<file path="config.mk">
export PLATFORM = sky130hd
export DESIGN_NAME = bffla_ctrl
export DESIGN_NICKNAME = d
export VERILOG_FILES = /design/src/hdl/bffla_pkg.sv /design/src/hdl/bffla_ctrl.sv
export SDC_FILE = /design/constraint.sdc
export NUM_CORES = 1
export LEC_CHECK = 0
export BUFFER_PORTS_ARGS = -buffer_cell sky130_fd_sc_hd__buf_2
export CORE_AREA = 4 4 41 43
export CTS_CLUSTER_DIAMETER = 60
export DETAILED_ROUTE_END_ITERATION = 8
export DIE_AREA = 0 0 45 47
export GPL_TIMING_DRIVEN = 0
export HOLD_SLACK_MARGIN = 0.02
export PLACE_DENSITY_LB_ADDON = 0.12
export SLEW_MARGIN = 20
export SYNTH_ARGS = -nofsm -noshare
export SYNTH_HDL_FRONTEND = slang
export SYNTH_SLANG_ARGS = --single-unit
</file>
<file path="constraint.sdc">
create_clock -name clock -period 2.9 [get_ports clock]
set_input_delay 0.435 -clock clock [delete_from_list [all_inputs] [get_ports clock]]
set_output_delay 0.435 -clock clock [all_outputs]
set_load 0.03 [all_outputs]
</file>
<file path="src/hdl/bffla_pkg.sv">
`timescale 1ns / 1ps
package bffla_pkg;
   localparam int LIST_DEPTH = 16;
   localparam int ALIGNMENT  = 16;
   localparam int ADDR_BITS  = 32;
   localparam int IDX_BITS   = $clog2(LIST_DEPTH);
   localparam int CNT_BITS   = $clog2(LIST_DEPTH + 1);
   localparam int ALIGN_BITS = $clog2(ALIGNMENT);

   localparam logic CMD_ALLOC = 1'b0;
   localparam logic CMD_FREE  = 1'b1;

   typedef struct packed {
      logic [ADDR_BITS-1:0] off;
      logic [ADDR_BITS-1:0] len;
   } chunk_type;

   typedef struct packed {
      logic command;
      logic [31:0] request_size;
      logic [31:0] block_base;
      logic [31:0] block_length;
   } req_type;

   typedef struct packed {
      logic status;
      logic [31:0] data_offset;
      logic [31:0] granted_base;
      logic [31:0] granted_length;
   } rsp_type;

   // controller to datapath
   typedef struct packed {
      logic load;        // capture request, start over
      logic scan;        // examine the entry at the scan index
      logic alloc_take;  // prepare alloc result and remainder
      logic free_merge;  // form merged chunk
      logic rem_start;   // begin removing rm_a
      logic rem_second;  // begin removing rm_b
      logic shift_step;  // one shift step
      logic ins_start;   // begin insert of work chunk
      logic ins_scan;    // step insert position search
      logic ins_write;   // place work chunk
      logic out_load;    // load response register
   } cmd_type;

   // datapath to controller
   typedef struct packed {
      logic is_free;
      logic alloc_fail;
      logic scan_done;
      logic has_rm_a;
      logic has_rm_b;
      logic shift_done;
      logic ins_found;
      logic ins_needed;
   } sts_type;
endpackage

</file>
<file path="src/hdl/bffla_ctrl.sv">
`timescale 1ns / 1ps
module bffla_ctrl (
   input  logic clock,
   input  logic reset,
   input  logic req_valid,
   output logic req_ready,
   output logic rsp_valid,
   input  logic rsp_ready,
   input  bffla_pkg::sts_type sts,
   output bffla_pkg::cmd_type cmd
);
   localparam logic [3:0] S_IDLE = 4'd0;
   localparam logic [3:0] S_SCAN = 4'd1;
   localparam logic [3:0] S_TAKE = 4'd2;
   localparam logic [3:0] S_REMA = 4'd3;
   localparam logic [3:0] S_SHA  = 4'd4;
   localparam logic [3:0] S_REMB = 4'd5;
   localparam logic [3:0] S_SHB  = 4'd6;
   localparam logic [3:0] S_INS  = 4'd7;
   localparam logic [3:0] S_INSP = 4'd8;
   localparam logic [3:0] S_DONE = 4'd9;

   logic [3:0] state_ff, state_in;
   logic out_ff, out_in;

   assign req_ready = (state_ff == S_IDLE) && !out_ff;
   assign rsp_valid = out_ff;

   // sequence one request through scan, removal and insertion
   always_comb begin
      state_in = state_ff;
      out_in = out_ff && !rsp_ready;
      cmd = '0;
      case (state_ff)
         S_IDLE: begin
            if (req_valid && req_ready) begin
               cmd.load = 1'b1;
               state_in = S_SCAN;
            end
         end
         S_SCAN: begin
            if (sts.scan_done) state_in = S_TAKE;
            else cmd.scan = 1'b1;
         end
         S_TAKE: begin
            if (sts.is_free) cmd.free_merge = 1'b1;
            else cmd.alloc_take = 1'b1;
            state_in = S_REMA;
         end
         S_REMA: begin
            if (!sts.is_free && sts.alloc_fail) state_in = S_DONE;
            else if (sts.has_rm_a) begin
               cmd.rem_start = 1'b1;
               state_in = S_SHA;
            end else state_in = S_INS;
         end
         S_SHA: begin
            cmd.shift_step = 1'b1;
            if (sts.shift_done) state_in = sts.has_rm_b ? S_REMB : S_INS;
         end
         S_REMB: begin
            cmd.rem_second = 1'b1;
            state_in = S_SHB;
         end
         S_SHB: begin
            cmd.shift_step = 1'b1;
            if (sts.shift_done) state_in = S_INS;
         end
         S_INS: begin
            if (sts.ins_needed) begin
               cmd.ins_start = 1'b1;
               state_in = S_INSP;
            end else state_in = S_DONE;
         end
         S_INSP: begin
            if (sts.ins_found) begin
               cmd.ins_write = 1'b1;
               state_in = S_DONE;
            end else cmd.ins_scan = 1'b1;
         end
         S_DONE: begin
            if (!out_ff || rsp_ready) begin
               cmd.out_load = 1'b1;
               out_in = 1'b1;
               state_in = S_IDLE;
            end
         end
         default: state_in = S_IDLE;
      endcase
   end

   always_ff @(posedge clock) begin
      if (reset) begin
         state_ff <= S_IDLE;
         out_ff <= 1'b0;
      end else begin
         state_ff <= state_in;
         out_ff <= out_in;
      end
   end
endmodule

</file>
Word level (Yosys, flattened, before mapping). Cells that the tools add are included.

Equal/unequal tests: 15. Multiplexer cells: 32. Reductions and logical operators: 11.

Operators by type and width (number): case mux 4 bit (10 select lines) (1); 2-to-1 mux 4 bit (7); 2-to-1 mux 1 bit (20); == test 4 x 3 -> 1 bit (second input constant) (4); != test 2 bit (second input constant) (5); == test 4 x 2 -> 1 bit (second input constant) (2); == test 4 bit (second input constant) (2); 2-to-1 mux 2 bit (4); AND reduction 6 bit (1); == test 4 x 1 -> 1 bit (second input constant) (1); logical AND 1 bit (4); logical NOT 4 bit (1); logical NOT 1 bit (3); != test 2 x 1 -> 1 bit (second input constant) (1); OR reduction 2 bit (1); logical OR 1 bit (1).

Flip-flop bits (word level): 5. Input bits: 12. Output and inout port bits: 13. Logic and storage cells: 60.

Longest topological paths before layout.
Depth in word-level cells: 5. Gate-level depth with buffers: 5. Depth with buffers taken out: 4.

Worst setup path after synthesis. No wires, ideal clock.

Path type: register to output. Start: register state_ff[2]. End: output port cmd[8] (netlist bit). Arrival time: 1.723 ns. Data required time: 2.465 ns. Slack: 0.742 ns. Stages on the path, launching flop included: 4. Path buffers: 1. Path through: dfxtp_1 > buf_2 > nor2_1 > nor4bb_1.

RTL lines: start: declaration (RTL line bffla_ctrl.sv:23) `logic [3:0] state_ff, state_in;`; start signal: assignment (RTL line bffla_ctrl.sv:97) `state_ff <= state_in;`; end: declaration (RTL line bffla_ctrl.sv:10) `output bffla_pkg::cmd_type cmd`.

==> results_dict.tcl <==
set metrics [dict create \
    status "complete, no violations" \
    cts_num_sinks 5 \
    final_common_cell "buf_2" \
    die_h_um 47 \
    ys_warn_count 0 \
    place_congestion 0.798 \
    ys_seq_elements 5 \
    worst_ep_arrival_time_ns 1.65 \
    grt-ovfl-total 0 \
    htreeDepth 1 \
    synth_fp_nets 77 \
    start_util 0.369 \
    synthCells 65 \
    ys_seq_area_frac 0.208 \
    power_leakage_nw 0.307 \
    grt_max_degree 11 \
    synthAdderAreaFrac 0 \
    p_comb_frac 0.675 \
    p_int_mw 0.302 \
    tns_ns 0 \
    die-area_um2 2120 \
    placementRows 13 \
    grt_pass1_vias 491 \
    synth.distinct_cells 33 \
    vias_per_cell 5.24 \
    setup_viol 0 \
    routed_wl_um 1290 \
    maxCapViolations 0 \
    diodes 0 \
    seq_area_um2 100 \
    hpwl_um 1010 \
    wl_per_cell_um 12.0 \
    finalCritPeriodShare 0.720 \
    fillCellCount 154 \
    placeableCoreArea_um2 1300 \
    yosys.area_share.simple 0.451 \
    cts-resized-gates 0 \
    tritoncts "yes" \
    port_buffers 24 \
    num_vias 566 \
    synth_top_family_by_area "simple AND/OR/NAND/NOR gates" \
    drt_pass1_iterations 4 \
    synth_compound_area_frac 0.198 \
    final_max_slew_viol_count 0 \
    grt_usage 0.134 \
    remaining_drc_errors 0 \
    crit_type "flip-flop to primary output" \
    syn_avg_cell_area_um2 7.39 \
    drtIter0Drc 10 \
    hold_viol 0 \
    fin_nets 106 \
    synth-xor-area-share 0 \
    cts_root_buffer "clkbuf_4" \
    area_growth_pct 34.4 \
    ant_nets 0 \
    startpoint_type "flip-flop" \
    die_w_um 45 \
    netSwitchingPower_mw 0.305 \
    grt_pass1_wl_um 2070 \
    postCtsSetupBuffers 0 \
    multi_input_area_um2 348 \
    dp_slack_ns 1.07 \
    required_ns 2.47 \
    clock_path_buffers 2 \
    rsz0062_at_grt "no" \
    worstMarginPinSlew_ns 0.501 \
    end_kind "primary output" \
    seqPwrFrac 0.185 \
    skew_ns 0.00152 \
    slew_headroom 0.664 \
    clockPowerShare 0.140 \
    clk_pin_slew_ns 0.05 \
    period_minus_slack_ns 2.09 \
    cts_hold_buf 0 \
    powerDensity_nw_per_um2 940 \
    total_power_mw 0.607 \
    yosys-mux-area-fraction 0.0755 \
    cts_buffers 3 \
    final_cell_mix "buf_2, nor2_1, nand2b_1, a21oi_1, dfxtp_1" \
    worst_slack_ns 0.813 \
    synthesis.area_um2 480 \
    io_pins 25 \
    swShare 0.502 \
    irDropWorstVdd_mv 0.348 \
    fmax_mhz 479 \
    hold_class "input port to flip-flop" \
    cp_max_fo 10 \
    insertion_delay_ns 0.25 \
    drive_above_1_share 0.355 \
    antenna_found_initial 0 \
]
[through the flow]
| stage | std cells | hold WS [ns] | utilization | area (µm²) |
|---|---|---|---|---|
| floorplan | 65 | 0.504 | - | 480 |
| finish | 108 | 0.430 | 0.496 | 646 |
| detailed placement | 104 | 0.555 | 0.476 | 619 |
| global placement | 104 | 0.543 | 0.476 | 619 |
| global route | 108 | 0.454 | 0.496 | 646 |
| CTS | 108 | 0.437 | 0.496 | 646 |
[kinds of logic (layout without fill, tap and decap cells)]
| kind of cell | Yosys count | after routing |
|---|---|---|
| AOI/OAI and AO/OA | 14 | 14 |
| buffers and inverters | 7 | 35 |
| DFF | 5 | 5 |
| muxes | 3 | 3 |
| and+or+nand+nor | 36 | 36 |
[final cells by class]
type                            instances  area share
Buffer                                  4      0.0329
Clock buffer                            4      0.0407
Inverter                                3      0.0174
Multi-Input combinational cell         53       0.539
Sequential cell                         5       0.155
Tap cell                               15      0.0291
Timing Repair Buffer                   24       0.186
[power groups by stage]
| stage | clock (mW) | sequential (mW) | combinational (mW) |
|---|---|---|---|
| after floorplan | 0 | 0.110 | 0.319 |
| final | 0.0848 | 0.112 | 0.410 |
| after CTS | 0.0882 | 0.112 | 0.412 |
| after detailed placement | 0 | 0.113 | 0.411 |
| after global routing | 0.0899 | 0.117 | 0.450 |
| after global placement | 0 | 0.114 | 0.410 |
[synthesized netlist by cell type]
library cell	number	area (µm²)
nor2_1	8	30.0
a21oi_1	5	25.0
dfxtp_1	5	100
nand2b_1	5	31.3
nor2b_1	4	25.0
inv_1	3	11.3
nand2_1	3	11.3
a311oi_1	2	17.5
and2_1	2	12.5
buf_2	2	10.0
nor4_1	2	12.5
o21ai_0	2	10.0
or3b_1	2	17.5
a211oi_1	1	7.51
a211oi_2	1	12.5
and4b_1	1	10.0
buf_4	1	7.51
clkbuf_1	1	3.75
mux2_1	1	11.3
mux2_4	1	15.0
mux2i_1	1	10.0
nand3_1	1	5.00
nand3b_1	1	7.51
nand4_1	1	6.26
nand4bb_1	1	11.3
nor3_1	1	5.00
nor4b_1	1	8.76
nor4bb_1	1	10.0
o2111ai_1	1	8.76
o21ai_1	1	5.00
o32ai_1	1	8.76
or2_1	1	6.26
or2_2	1	6.26
[critical path, stage by stage, from the launching register on]
cell and delay (ns):
dfxtp_1 0.42, clkbuf_1 0.34, and2_1 0.23, nand3_1 0.11, nor2_1 0.11, buf_2 0.20
[per-layer routing]
| layer | global-route usage | share of wire | up-vias |
|---|---|---|---|
| met2 | 0.229 | 0.48 | 22 |
| met5 | 0 | 0 | - |
| met3 | 0.0613 | 0.087 | 0 |
| met4 | 0.0175 | 0 | 0 |
| li1 | - | - | 291 |
| met1 | 0.159 | 0.43 | 253 |
[sequential cells by signal (all words and copies together) (netlist names)]
register	count
rsp_valid	1
state_ff	4
[worst paths after layout]
path,start,slack [ns],endpoint,cells past startpoint
hold / removal,reset,0.43,rsp_valid,2
setup reg to reg,state_ff[3],1.19,state_ff[1],5
hold reg to reg,rsp_valid,0.56,rsp_valid,2
setup / recovery,state_ff[0],0.81,cmd[6],5
Note: power is estimated with default switching activity, not from simulation.
